`src/rtl/sms_pkg.sv`:
```
// Shared types, codes and helpers of the sparse matrix store with SpMV.
`timescale 1ns / 1ps
package sms_pkg;

    localparam int VALUE_BITS = 32;
    localparam int MAX_ROWS   = 64;
    localparam int MAX_COLS   = 64;
    localparam int VEC_DEPTH  = MAX_COLS;
    localparam int VEC_AW     = $clog2(VEC_DEPTH);

    localparam logic [2:0] CMD_INSERT = 3'd0;
    localparam logic [2:0] CMD_VEC_WR = 3'd1;
    localparam logic [2:0] CMD_LOOKUP = 3'd2;
    localparam logic [2:0] CMD_MUL    = 3'd3;
    localparam logic [2:0] CMD_CLEAR  = 3'd4;

    localparam logic [1:0] ST_OK    = 2'd0;
    localparam logic [1:0] ST_RANGE = 2'd1;
    localparam logic [1:0] ST_FULL  = 2'd2;

    localparam logic [1:0] CFG_ROWS = 2'd0;
    localparam logic [1:0] CFG_COLS = 2'd1;
    localparam logic [1:0] CFG_TOL  = 2'd2;

    typedef struct packed {
        logic [2:0]         command;
        logic [5:0]         row_index;
        logic [5:0]         col_index;
        logic signed [31:0] value_in;
    } t_cmd_in;

    typedef struct packed {
        logic [1:0]         status;
        logic signed [31:0] value_out;
        logic [5:0]         result_row;
        logic [8:0]         entry_count;
        logic               last;
    } t_result;

    typedef struct packed {
        logic [5:0]         row;
        logic [5:0]         col;
        logic signed [31:0] val;
    } t_entry;

    typedef enum logic [2:0] {
        J_REPLY, J_INSERT, J_VEC, J_LOOKUP, J_MUL, J_CLEAR
    } t_job_kind;

    typedef struct packed {
        t_job_kind          kind;
        logic [1:0]         status;
        logic [5:0]         row;
        logic [5:0]         col;
        logic signed [31:0] value;
    } t_job;

    typedef struct packed {
        logic [6:0]  rows;
        logic [6:0]  cols;
        logic [30:0] tol;
    } t_limits;

    typedef enum logic [2:0] {
        S_IDLE, S_SCAN, S_DEL_RD, S_DEL_WR, S_EMIT, S_MSCAN, S_MEMIT
    } t_state;

    // Magnitude at or below the tolerance counts as zero.
    function automatic logic f_small(input logic signed [32:0] v, input logic [30:0] t);
        logic signed [32:0] st;
        st = $signed({2'b00, t});
        return (v <= st) && (v >= -st);
    endfunction

endpackage

```
`src/rtl/sms_queue.sv`:
```
// Two-deep job queue between front and back.
`timescale 1ns / 1ps
module sms_queue (
    input  logic           i_clk,
    input  logic           i_rst_n,
    input  logic           i_push,
    input  sms_pkg::t_job  i_data,
    output logic           o_full,
    input  logic           i_pop,
    output logic           o_empty,
    output sms_pkg::t_job  o_data
);
    sms_pkg::t_job r_mem [2];
    logic       r_wp;
    logic       r_rp;
    logic [1:0] r_cnt;

    always_ff @(posedge i_clk) begin
        if (!i_rst_n) begin
            r_wp  <= 1'b0;
            r_rp  <= 1'b0;
            r_cnt <= '0;
        end else begin
            if (i_push) r_wp <= ~r_wp;
            if (i_pop)  r_rp <= ~r_rp;
            r_cnt <= r_cnt + 2'(i_push) - 2'(i_pop);
        end
    end

    always_ff @(posedge i_clk) begin
        if (i_push) r_mem[r_wp] <= i_data;
    end

    assign o_full  = (r_cnt == 2'd2);
    assign o_empty = (r_cnt == 2'd0);
    assign o_data  = r_mem[r_rp];
endmodule

```
`config.mk`:
```
export PLATFORM = sky130hd
export DESIGN_NAME = sms_queue
export DESIGN_NICKNAME = d
export VERILOG_FILES = /design/src/rtl/sms_pkg.sv /design/src/rtl/sms_queue.sv
export SDC_FILE = /design/constraint.sdc
export NUM_CORES = 1
export LEC_CHECK = 0
export BUFFER_PORTS_ARGS = -buffer_cell sky130_fd_sc_hd__buf_2
export CORE_ASPECT_RATIO = 0.5
export CORE_MARGIN = 2
export CORE_UTILIZATION = 30
export CTS_CLUSTER_SIZE = 20
export DETAILED_ROUTE_END_ITERATION = 8
export PLACE_DENSITY = 0.59
export SKIP_CTS_REPAIR_TIMING = 1
export SLEW_MARGIN = 20
export SYNTH_ARGS = -nofsm -noshare
export SYNTH_HDL_FRONTEND = slang
export SYNTH_SLANG_ARGS = --single-unit
```
`constraint.sdc`:
```
create_clock -name i_clk -period 10.05 [get_ports i_clk]
set_input_delay 2.01 -clock i_clk [delete_from_list [all_inputs] [get_ports i_clk]]
set_output_delay 2.01 -clock i_clk [all_outputs]
set_load 0.1 [all_outputs]
```
==> impl_metrics.env <==
export IMPL_status="finished, final reports clean"
export IMPL_fin_area_um2=4800
export IMPL_fillCellCount=1168
export IMPL_ff2ff_setup_slack_ns=8.30
export IMPL_wl_mm=7.01
export IMPL_min_from="r_rp"
export IMPL_die_w_um=163
export IMPL_power_density_nw_per_um2=227
export IMPL_num_vias=1903
export IMPL_dpl_cell_area_um2=4520
export IMPL_fin_nets=340
export IMPL_clock_fmax_mhz=254
export IMPL_rows=29
export IMPL_final_cell_mix="103 x buf_2, 98 x edfxtp_1, 39 x mux2_2"
export IMPL_dieArea_um2=13700
export IMPL_ios=104
export IMPL_first_pass_iters=2
export IMPL_cts_htree_levels=3
export IMPL_crit_end="o_data[4]"
export IMPL_tightest_slew_ns=0.705
export IMPL_core_area_um2=12500
export IMPL_critPathMaxFanout=49
export IMPL_antennaDiodeCount=0
export IMPL_drc_errors=0
export IMPL_hpwl_mm=4.71
export IMPL_crit_required_ns=8.04
export IMPL_fin_setup_tns_ns=0
export IMPL_slew_headroom=0.530
export IMPL_yosys_warnings=0
export IMPL_hp_class="reg -> reg"
export IMPL_clk_pin_slew_worst_paths_ns=0.06
export IMPL_avgSynthCellArea_um2=22.0
export IMPL_drt_initial_drc_count=86
export IMPL_multi_input_area_um2=716
export IMPL_rsz0062_at_grt="false"
export IMPL_layout_min_cycle_time_ns=3.94
export IMPL_clock_latency_ns=0.33
export IMPL_cp_arrival_ns=1.93
export IMPL_period_share=0.392
export IMPL_chipHeight_um=83.6
export IMPL_dp_cells=444
export IMPL_layout_commonest_cell="buf_2"
export IMPL_grt_pass1_vias=2217
export IMPL_skew_ns=0.00459
export IMPL_rr_endpoint="r_mem[0][34]"
export IMPL_grt_first_pass_wirelength_mm=11.3
export IMPL_viasPerCell=4.14
export IMPL_synth_seq_cells=103
export IMPL_layout_drive_gt1_share=0.590
export IMPL_overflow=0
export IMPL_numPortBuffers=103
export IMPL_cts_buffers=9
export IMPL_register_area_um2=3040
export IMPL_grt_antenna_before_repair=0
export IMPL_hold_viol=0
export IMPL_syn_cell_area_um2=3810
export IMPL_cts_root_buf="clkbuf_16"
export IMPL_timing_rr_start="r_wp"
export IMPL_setup_viol=0
export IMPL_leakage_uw=0.00182
export IMPL_synth_seq_area_share=0.799
export IMPL_gp_congestion=0.636
export IMPL_start_util=0.304
export IMPL_netlist_instances=173
export IMPL_antenna_left=0
export IMPL_reg2reg_depth=2
export IMPL_crit_type="reg -> out"
export IMPL_start_kind="register"
export IMPL_synth_cell_type_count=15
export IMPL_grt_usage=0.109
export IMPL_grt_max_degree=50
export IMPL_tritoncts="done"
export IMPL_ir_drop_mv=0.0829
export IMPL_drv_slew=0
export IMPL_synth_nets=228
export IMPL_stdcell_count=460
export IMPL_wire_per_inst_um=15.2
export IMPL_cts_buffer_depth=2
export IMPL_cp_end_kind="primary output"
export IMPL_cts_sinks=103
export IMPL_syn_to_final_growth_pct=26.1
export IMPL_max_cap_violations=0
worst max-delay path, stage by stage (launching register included):
cell and delay, ns:
dfxtp_2 0.31, buf_4 0.56, mux2_2 0.30, buf_2 0.42
how the worst min path moves through the flow:
stage | endpoint | slack (ns) | cells past startpoint
floorplan | register | 0.55 | 2
global placement | r_rp | 0.57 | 2
detailed placement | r_rp | 0.58 | 2
CTS | register | 0.59 | 2
global route | register | 0.62 | 2
finish | r_rp | 0.59 | 2
through the flow:
step / util / power, µW / hold WS, ns / setup slack, ns
6_report: 0.383 / 1090 / 0.588 / 6.11
5_1_grt: 0.383 / 1130 / 0.617 / 5.99
4_1_cts: 0.383 / 1110 / 0.590 / 6.06
3_5_place_dp: 0.361 / 774 / 0.578 / 6.41
3_3_place_gp: 0.361 / 769 / 0.569 / 6.45
2_1_floorplan: - / 732 / 0.555 / 5.37
final cells by class:
| type | instances | area share |
|---|---|---|
| Inverter | 2 | 0.00156 |
| Sequential cell | 103 | 0.634 |
| Clock inverter | 5 | 0.0102 |
| Multi-Input combinational cell | 63 | 0.149 |
| Clock buffer | 11 | 0.0485 |
| Timing Repair Buffer | 106 | 0.112 |
| Tap cell | 170 | 0.0443 |
per-layer routing:
layer,GRT usage,routed length (µm),up-vias
met2,0.206,3950,29
met3,0.0343,242,7
met1,0.117,2740,970
met4,0.0338,82,0
met5,0,0,-
li1,-,-,897
flip-flops by register name, summed over array words and instances, names as in the netlist, named ones only:
| signal | count |
|---|---|
| r_cnt | 2 |
| r_mem | 98 |
| r_rp | 1 |
| r_wp | 1 |
cells by family (layout without fill, tap and decap cells):
group	Yosys count	count (layout)	synth area share
AOI/OAI and AO/OA	1	1	0.00197
xor gates and xnor gates	2	2	0.00822
adders and majority gates	2	2	0.00657
buffers and inverters	7	124	0.0148
DFF	103	103	0.799
muxes	49	49	0.155
and+or+nand+nor	9	9	0.0141
cells in the mapped netlist:
cell type,n,area share
edfxtp_1,98,0.77
and2_1,4,0.0066
buf_8,1,0.0039
xor2_1,1,0.0023
nor2_1,1,0.00099
xnor3_1,1,0.0059
inv_1,2,0.0020
buf_4,3,0.0059
mux2_4,10,0.039
nor2b_1,4,0.0066
mux2_2,39,0.12
buf_6,1,0.0030
ha_1,2,0.0066
o21a_1,1,0.0020
dfxtp_1,5,0.026
where the power goes:
| group | total, µW | internal (µW) | switching, µW | leakage [µW] |
|---|---|---|---|---|
| Clock | 329 | 191 | 138 | 0.000141 |
| Combinational | 259 | 52.4 | 207 | 0.000713 |
| Sequential | 503 | 496 | 6.80 | 0.000962 |
| Total | 1090 | 739 | 352 | 0.00182 |
(Power assumes the default switching activity.)
