[src/rtl/sms_pkg.sv]
// Shared types, codes and helpers of the sparse matrix store with SpMV.
`timescale 1ns / 1ps
package sms_pkg;

    localparam int VALUE_BITS = 32;
    localparam int MAX_ROWS   = 64;
    localparam int MAX_COLS   = 64;
    localparam int VEC_DEPTH  = MAX_COLS;
    localparam int VEC_AW     = $clog2(VEC_DEPTH);

    localparam logic [2:0] CMD_INSERT = 3'd0;
    localparam logic [2:0] CMD_VEC_WR = 3'd1;
    localparam logic [2:0] CMD_LOOKUP = 3'd2;
    localparam logic [2:0] CMD_MUL    = 3'd3;
    localparam logic [2:0] CMD_CLEAR  = 3'd4;

    localparam logic [1:0] ST_OK    = 2'd0;
    localparam logic [1:0] ST_RANGE = 2'd1;
    localparam logic [1:0] ST_FULL  = 2'd2;

    localparam logic [1:0] CFG_ROWS = 2'd0;
    localparam logic [1:0] CFG_COLS = 2'd1;
    localparam logic [1:0] CFG_TOL  = 2'd2;

    typedef struct packed {
        logic [2:0]         command;
        logic [5:0]         row_index;
        logic [5:0]         col_index;
        logic signed [31:0] value_in;
    } t_cmd_in;

    typedef struct packed {
        logic [1:0]         status;
        logic signed [31:0] value_out;
        logic [5:0]         result_row;
        logic [8:0]         entry_count;
        logic               last;
    } t_result;

    typedef struct packed {
        logic [5:0]         row;
        logic [5:0]         col;
        logic signed [31:0] val;
    } t_entry;

    typedef enum logic [2:0] {
        J_REPLY, J_INSERT, J_VEC, J_LOOKUP, J_MUL, J_CLEAR
    } t_job_kind;

    typedef struct packed {
        t_job_kind          kind;
        logic [1:0]         status;
        logic [5:0]         row;
        logic [5:0]         col;
        logic signed [31:0] value;
    } t_job;

    typedef struct packed {
        logic [6:0]  rows;
        logic [6:0]  cols;
        logic [30:0] tol;
    } t_limits;

    typedef enum logic [2:0] {
        S_IDLE, S_SCAN, S_DEL_RD, S_DEL_WR, S_EMIT, S_MSCAN, S_MEMIT
    } t_state;

    // Magnitude at or below the tolerance counts as zero.
    function automatic logic f_small(input logic signed [32:0] v, input logic [30:0] t);
        logic signed [32:0] st;
        st = $signed({2'b00, t});
        return (v <= st) && (v >= -st);
    endfunction

endpackage

[src/rtl/sms_front.sv]
// Front end: configuration registers and command classification.
`timescale 1ns / 1ps
module sms_front (
    input  logic                i_clk,
    input  logic                i_rst_n,
    input  logic                i_cfg_we,
    input  logic [1:0]          i_cfg_idx,
    input  logic [30:0]         i_cfg_data,
    input  sms_pkg::t_cmd_in    i_cmd,
    output sms_pkg::t_job       o_job,
    output sms_pkg::t_limits    o_lim
);
    logic [6:0]  r_rows;
    logic [6:0]  r_cols;
    logic [30:0] r_tol;
    logic [6:0]  eff_rows;
    logic [6:0]  eff_cols;
    logic        out_rc;

    always_ff @(posedge i_clk) begin
        if (!i_rst_n) begin
            r_rows <= 7'd64;
            r_cols <= 7'd64;
            r_tol  <= '0;
        end else if (i_cfg_we) begin
            unique case (i_cfg_idx)
                sms_pkg::CFG_ROWS: r_rows <= i_cfg_data[6:0];
                sms_pkg::CFG_COLS: r_cols <= i_cfg_data[6:0];
                sms_pkg::CFG_TOL:  r_tol  <= i_cfg_data;
                default: ;
            endcase
        end
    end

    assign eff_rows = (r_rows > 7'(sms_pkg::MAX_ROWS)) ? 7'(sms_pkg::MAX_ROWS) : r_rows;
    assign eff_cols = (r_cols > 7'(sms_pkg::MAX_COLS)) ? 7'(sms_pkg::MAX_COLS) : r_cols;
    assign out_rc   = ({1'b0, i_cmd.row_index} >= eff_rows)
                   || ({1'b0, i_cmd.col_index} >= eff_cols);

    assign o_lim = '{rows: eff_rows, cols: eff_cols, tol: r_tol};

    always_comb begin
        o_job.kind   = sms_pkg::J_REPLY;
        o_job.status = sms_pkg::ST_RANGE;
        o_job.row    = i_cmd.row_index;
        o_job.col    = i_cmd.col_index;
        o_job.value  = i_cmd.value_in;
        unique case (i_cmd.command)
            sms_pkg::CMD_INSERT: begin
                if (out_rc) begin
                    o_job.kind = sms_pkg::J_REPLY;
                end else if (sms_pkg::f_small({i_cmd.value_in[31], i_cmd.value_in}, r_tol)) begin
                    o_job.status = sms_pkg::ST_OK;   // drop a negligible value
                end else begin
                    o_job.kind   = sms_pkg::J_INSERT;
                    o_job.status = sms_pkg::ST_OK;
                end
            end
            sms_pkg::CMD_VEC_WR: begin
                if ({1'b0, i_cmd.col_index} < eff_cols) begin
                    o_job.kind   = sms_pkg::J_VEC;
                    o_job.status = sms_pkg::ST_OK;
                end
            end
            sms_pkg::CMD_LOOKUP: begin
                if (!out_rc) begin
                    o_job.kind   = sms_pkg::J_LOOKUP;
                    o_job.status = sms_pkg::ST_OK;
                end
            end
            sms_pkg::CMD_MUL: begin
                if (eff_rows != 7'd0) begin
                    o_job.kind   = sms_pkg::J_MUL;
                    o_job.status = sms_pkg::ST_OK;
                end
            end
            sms_pkg::CMD_CLEAR: begin
                o_job.kind   = sms_pkg::J_CLEAR;
                o_job.status = sms_pkg::ST_OK;
            end
            default: ;
        endcase
    end
endmodule

[config.mk]
export PLATFORM = sky130hd
export DESIGN_NAME = sms_front
export DESIGN_NICKNAME = d
export VERILOG_FILES = /design/src/rtl/sms_pkg.sv /design/src/rtl/sms_front.sv
export SDC_FILE = /design/constraint.sdc
export NUM_CORES = 1
export LEC_CHECK = 0
export BUFFER_PORTS_ARGS = -buffer_cell sky130_fd_sc_hd__buf_2
export CORE_MARGIN = 2
export CORE_UTILIZATION = 35
export DETAILED_ROUTE_END_ITERATION = 12
export PLACE_DENSITY = 0.62
export SYNTH_ARGS = -nofsm -noshare
export SYNTH_HDL_FRONTEND = slang
export SYNTH_SLANG_ARGS = --single-unit
[constraint.sdc]
create_clock -name i_clk -period 5.6 [get_ports i_clk]
set_clock_uncertainty 0.15 [all_clocks]
set_input_delay 1.12 -clock i_clk [delete_from_list [all_inputs] [get_ports i_clk]]
set_output_delay 1.12 -clock i_clk [all_outputs]
set_load 0.03 [all_outputs]
==> results of run 1 <==
area by class of cell:
| type | instances | area [sq um] | share of cell area, % |
|---|---|---|---|
| Inverter | 47 | 176 | 3.21 |
| Sequential cell | 45 | 901 | 16.4 |
| Tap cell | 172 | 215 | 3.92 |
| Clock buffer | 5 | 125 | 2.28 |
| Clock inverter | 3 | 28.8 | 0.524 |
| Multi-Input combinational cell | 421 | 3140 | 57.1 |
| Timing Repair Buffer | 179 | 908 | 16.5 |
flip-flops by register name, indices dropped and copies added, names as in the netlist:
name / cells
r_tol: 31
r_rows: 7
r_cols: 7
stage by stage:
stage          TNS (ps)  setup WS (ps)
6_report              0            237
5_1_grt           -3.77          -3.77
4_1_cts               0           63.1
3_5_place_dp          0            317
3_3_place_gp          0            372
2_1_floorplan         0            503
cells in the final DEF (no fill, tap or decap), types with 2 or more instances in the layout:
cell,netlist,routed
o22ai_1,2,2
nand3_1,17,17
mux2i_1,15,15
nor2_1,16,16
nand2_1,82,82
o211ai_1,2,2
nand3b_1,4,4
xnor2_1,26,26
buf_2,1,174
nor4_1,5,4
nor3b_1,2,2
a21oi_1,31,31
nand2b_1,13,13
inv_6,0,2
o31ai_1,3,3
nor3_1,11,10
nand4b_1,2,2
clkbuf_16,0,5
a21boi_0,31,31
ha_1,76,76
nor2b_1,17,17
nor4_4,4,4
inv_1,47,47
a21o_1,6,6
nand4_1,14,14
or2_2,2,2
buf_4,45,5
o21ai_0,8,8
dfxtp_1,45,45
o21a_1,2,2
a211oi_1,2,2
nor3_2,2,3
nor4_2,2,3
kinds of logic after synthesis:
family | synth area share, %
DFF | 19.5
other | 0.0814
buffers and inverters | 12.7
AOI/OAI and AO/OA | 14.3
muxes | 3.26
adders and majority gates | 20.6
xor gates and xnor gates | 5.13
and+or+nand+nor | 24.4
per-layer routing:
metal  wire, um  global-route usage, %  share of wire (%)  vias up
met3        680                   2.94                5.3       13
met2       6390                   33.9                 50      131
met5          0                      0                  0        -
met4        193                   4.32                1.5        0
li1           -                      -                  -     2202
met1       5510                   21.2                 43     1977
tightest hold or removal path, delay by kind of cell, from the launching register on:
family	cells	cell delay (ps)
and+or+nand+nor	1	50
DFF	1	330
AOI/OAI and AO/OA	1	60
synthesized netlist by cell type, drive strengths merged (3+ instances only):
| cell | count |
|---|---|
| a21boi | 31 |
| a21o | 6 |
| a21oi | 31 |
| buf | 50 |
| clkbuf | 14 |
| dfxtp | 45 |
| ha | 76 |
| inv | 47 |
| mux2i | 15 |
| nand2 | 82 |
| nand2b | 13 |
| nand3 | 18 |
| nand3b | 4 |
| nand4 | 16 |
| nor2 | 16 |
| nor2b | 17 |
| nor3 | 13 |
| nor4 | 11 |
| o21ai | 8 |
| o31ai | 3 |
| xnor2 | 26 |
how the worst max path moves through the flow:
stage | endpoint | slack, ps | start | depth (start not counted)
final | o_job[46] | 240 | r_tol[2] | 14
after global routing | o_job[46] | -4 | r_tol[2] | 14
after CTS | o_job[46] | 60 | r_tol[2] | 14
after detailed placement | o_job[46] | 320 | r_tol[2] | 14
after global placement | o_job[46] | 370 | r_tol[2] | 14
after floorplan | o_job[46] | 500 | r_tol[2] | 13
power by group through the flow:
| stage | logic, mW | registers, mW | clock network [mW] |
|---|---|---|---|
| 6_report | 0.456 | 0.346 | 0.319 |
| 5_1_grt | 0.512 | 0.348 | 0.339 |
| 4_1_cts | 0.453 | 0.346 | 0.327 |
| 3_5_place_dp | 0.450 | 0.353 | 0 |
| 3_3_place_gp | 0.440 | 0.352 | 0 |
| 2_1_floorplan | 0.327 | 0.363 | 0 |
repair_timing:
item | in CTS | in global routing
gates resized for setup | 1 | 5
endpoints found under the setup margin | 1 | 1
gates cloned | 0 | 0
hold buffers | 0 | 0
pin swaps | 0 | 1
==> metrics.txt, run 1 <==
status finished, final reports clean; Final Cell Area 5490 sq um; Clock Sinks 45; clock share of power 28.5%; TritonCTS Buffers 5; Cells on Worst Hold Path 2; first-pass GRT wire length 21.0 mm; Slew Limit Fails 0; sequential power share 30.9%; Switch Pwr around 0.43 mW; fillers 1343; HPWL Detailed 10.7 mm; H-tree depth 2; dpl cell area 5320 sq um; DRT Pass-1 Iters 4; Mean Syn Cell Area roughly 8 sq um; Clock Latency Late Sink approximately 300 ps; Power Total 1.12 mW; post-synth top area cell ha_1; Setup-failing EPs final 0; post-synth top area share 20.6%; vias in the first global route between 4000 and 5000; Mapped Area 4610 sq um; Worst Hold Launch r_tol[23]; largest net degree at the start of global routing 46; Detailed Route WL 12.8 mm; Final ANT Viol Nets 0; reg2reg end r_tol[26]; count of input and output buffers 175; Worst Path Arrival 4090 ps; total number of vias around 4300; Worst Hold Endpoint r_tol[23]; fin crit share 95.8%; Core Region around 13000 sq um; Ports 177; critical-path cell list or4_4, nor4_4, and2_4, nand2_1, nor3_2, xnor2_1, ha_1, nand4_1, nor2_1, a22o_1, a2111oi_2, o311ai_1, o32ai_1, buf_4; Async SR Flop Fraction 0%; GRT Total Usage 18.1%; Post-Place Cells 864; main flop type after synthesis dfxtp_1; Logic pwr share 40.7%; number of synthesized flops with an enable pin 0; Synthesized Nets 736; initial antenna violation count 0; Worst-Margin Slew 708 ps; CTS tree done; Total Nets Final between 800 and 900; Starting Density 36.2%; Power Internal 0.691 mW; Max IR drop VDD between 0.0001 and 0.00015 V; Area Growth Syn to Fin 19.2%; drt initial violations 143; critical path required time 4330 ps; CP Launch Type flip-flop; worst hold slack 341 ps; Antenna diodes 0; Critical Path Sink Type output port; PwrDens a little over 200 nW/um^2; Die Span Y 119 um; Synth area leaders ha_1 21%, dfxtp_1 20%, buf_4 7.3%; CP top delay family simple AND/OR/NAND/NOR gates; CP max stage delay 600 ps; Hold Vio Cnt, Final 0; Leak ~2.6 nW; slowest CP cell or4_4; Max-Cap Viols 0; Syn Inst Count 577; Crit Path Class flip-flop to output port; via/cell ratio 4.96; fmax 0.186 GHz; post-synthesis sequential area ratio 19.5%; post-route insts no fill between 800 and 900; layout cells sized above 1 29.3%; Period minus WS final 5360 ps; Yosys cell types 56; reg2reg path depth 2; Synth warnings 0; #FFs+latches synth 45; GPL Wtd Cong a little over 0.8; post-DR wirelength/cell 14.6 um; grt ovf 0; Clock transition at path regs 70 ps; Root Driver clkbuf_16; Post-CTS Repair Setup Buffers 0; CP Buf/Inv Count 1; Hold Crit Class flip-flop to flip-flop; critical path fanouts, max 7; R2R Setup Slk 4620 ps; site row count 41; die footprint 14100 sq um; sw frac 38.3%; Final Core Density 43.2%; FF-to-FF Start r_tol[26]; DRC 0; deepest clock path buffer count 2; Slew headroom 52.8%; Die X roughly 120 um
Power figures use the tool's default switching activity.
==> inputs of run 2 (changes only) <==
CELL_PAD_IN_SITES_DETAIL_PLACEMENT = 1   (was unset)
CELL_PAD_IN_SITES_GLOBAL_PLACEMENT = 1   (was unset)
PLACE_DENSITY = 0.82   (was 0.62)
==> run 2 against run 1 <==
Net effect: utilization is essentially flat; non-clock buffer count unchanged; combinational power up 5.3%; first-iteration DRC count fell by 38%; cell count did not move; sequential share of layout area barely moved; setup slack got worse by 45 ps; die area unchanged; critical path depth stayed put; critical path type unchanged; largest cell class unchanged; highest routed layer unchanged.
==> metrics.txt, run 2 (same netlist as run 1, synthesis figures left out) <==
layout cells sized above 1 29.3% (unchanged); Leak 2.63 nW (was 2.64 nW); critical path required time 4330 ps (about the same); GPL Wtd Cong 0.826 (was 0.827); clock share of power 27.3% (was 28.5%); via/cell ratio 5.15 (was 4.96); largest register by flop count r_tol (unchanged); Worst Hold Launch r_tol[23] (unchanged); deepest clock path buffer count 2 (unchanged); Hold Crit Class flip-flop to flip-flop (unchanged); status finished, final reports clean (unchanged); commonest non-fill, non-tap cell in the layout buf_2 (unchanged); CP Launch Type flip-flop (unchanged); Detailed Route WL 14.8 mm (was 12.8 mm); DRC 0 (unchanged); Worst-Margin Slew 711 ps (was 708 ps); first-pass GRT wire length 23.8 mm (was 21.0 mm); Slew headroom 52.6% (was 52.8%); Largest register FFs 31 (unchanged); critical-path cell list or4_4, nor4_4, and2_4, nand2_1, nor3_2, xnor2_1, ha_1, nand4_1, nor2_1, a22o_1, a2111oi_4, o311ai_0, o32ai_1, buf_4 (was or4_4, nor4_4, and2_4, nand2_1, nor3_2, xnor2_1, ha_1, nand4_1, nor2_1, a22o_1, a2111oi_2, o311ai_1, o32ai_1, buf_4); Power Internal 0.692 mW (was 0.691 mW); drt initial violations 88 (was 143); critical path fanouts, max 7 (unchanged); PwrDens 207 nW/um^2 (was 204 nW/um^2); Setup-failing EPs final 0 (unchanged); Die X 119 um (unchanged); crit path from r_tol[2] (unchanged); count of input and output buffers 175 (unchanged); Reg area 901 sq um (unchanged); Logic pwr share 42.2% (was 40.7%); Post-CTS Repair Setup Buffers 0 (unchanged); Starting Density 36.2% (unchanged); Antenna diodes 0 (unchanged); vias in the first global route 4927 (was 4432); Clock Sinks 45 (unchanged); largest net degree at the start of global routing 46 (unchanged); Clock transition at path regs 70 ps (about the same); TritonCTS Buffers 5 (unchanged); H-tree depth 2 (unchanged); fmax 0.185 GHz (was 0.186 GHz); sw frac 39.1% (was 38.3%); Switch Pwr 0.444 mW (was 0.429 mW); grt ovf 0 (unchanged); Worst Path Arrival 4140 ps (was 4090 ps); Slew Limit Fails 0 (unchanged); die footprint 14100 sq um (unchanged); Post-CTS Hold Buffers 0 (unchanged); Final Core Density 43.2% (about the same); total number of vias 4491 (was 4323); Core Region 12700 sq um (unchanged); fillers 1669 (was 1343); WL met1 5.98 mm (was 5.51 mm); top layer used by detailed routing met4 (unchanged); FF-to-FF Start r_tol[13] (was r_tol[26]); post-DR wirelength/cell 16.9 um (was 14.6 um); Crit Path Class flip-flop to output port (unchanged); Final ANT Viol Nets 0 (unchanged); fin crit share 96.6% (was 95.8%); commonest cells after routing, fill and taps aside 174 x buf_2, 82 x nand2_1, 76 x ha_1 (unchanged); Die Span Y 119 um (unchanged); site row count 41 (unchanged); Largest regs r_tol (31), r_cols (7), r_rows (7) (unchanged); metal2 WL 7.71 mm (was 6.39 mm); Met3 Wirelength 702 um (was 680 um); Hold Vio Cnt, Final 0 (unchanged); worst hold slack 341 ps (about the same); slowest CP cell or4_4 (unchanged); Period minus WS final 5410 ps (was 5360 ps); sequential power share 30.5% (was 30.9%); Area Growth Syn to Fin 19.3% (was 19.2%); GRT Total Usage 20.6% (was 18.1%); Total Nets Final 858 (unchanged); initial antenna violation count 0 (unchanged); DRT Pass-1 Iters 4 (unchanged); CTS tree done (unchanged); Max IR drop VDD 0.000107 V (was 0.000111 V); Root Driver clkbuf_16 (unchanged); Critical Path Sink Type output port (unchanged); Clock Latency Late Sink 290 ps (was 300 ps); area of the multi-input gates 3150 sq um (was 3140 sq um); HPWL Detailed 12.3 mm (was 10.7 mm); Ports 177 (unchanged); CP max stage delay 600 ps (about the same); Max-Cap Viols 0 (unchanged)
run 2: cell type report:
type / count / share of cell area, %
multi-input cells: 421 / 57.3
repair buffers: 179 / 16.5
flip-flops and latches: 45 / 16.4
well taps: 172 / 3.91
inverters: 47 / 3.21
clock buffers: 5 / 2.28
clock inverters: 3 / 0.387
run 2: worst paths after layout:
path,slack [ps],to,depth (start not counted)
max,190,o_job[46],14
min,340,r_tol[23],2
max reg2reg,4600,r_tol[13],2
min reg2reg,340,r_tol[23],2
run 2: critical path, delay by kind of cell, from the launching register on:
kind                     cells  cell delay, ps
AND/OR/NAND/NOR              7            1630
adder cells (fa/ha/maj)      1             290
AO/OA/AOI/OAI                4            1190
buffers and inverters        1             240
XOR/XNOR                     1             140
flip-flops                   1             370
run 2: repair_timing:
action,CTS,global route
pin swaps,0,1
hold endpoints to repair,0,0
resized for setup,1,5
cloned,0,0
endpoints found under the setup margin,1,1
run 2: metrics by stage:
step | instance area [sq um] | instances | setup slack, ps | power, mW | setup TNS [ps]
after global placement | 5320 | 864 | 394 | 0.793 | 0
after floorplan | 4610 | 577 | 503 | 0.691 | 0
after detailed placement | 5320 | 864 | 281 | 0.820 | 0
after CTS | 5470 | 872 | 42.5 | 1.13 | 0
after global routing | 5500 | 872 | -15.0 | 1.20 | -15.0
final | 5500 | 872 | 192 | 1.14 | 0
run 2: routing by layer:
metal	track usage [%]	up-vias
met2	39.4	141
met1	22.7	2128
met3	3.33	28
li1	-	2194
met5	0	-
met4	6.85	0
run 2: power groups by stage:
stage | registers (mW) | logic, mW | clock network [mW]
floorplan | 0.363 | 0.327 | 0
global placement | 0.353 | 0.441 | 0
detailed placement | 0.354 | 0.466 | 0
CTS | 0.346 | 0.471 | 0.313
global route | 0.348 | 0.532 | 0.322
finish | 0.346 | 0.480 | 0.310
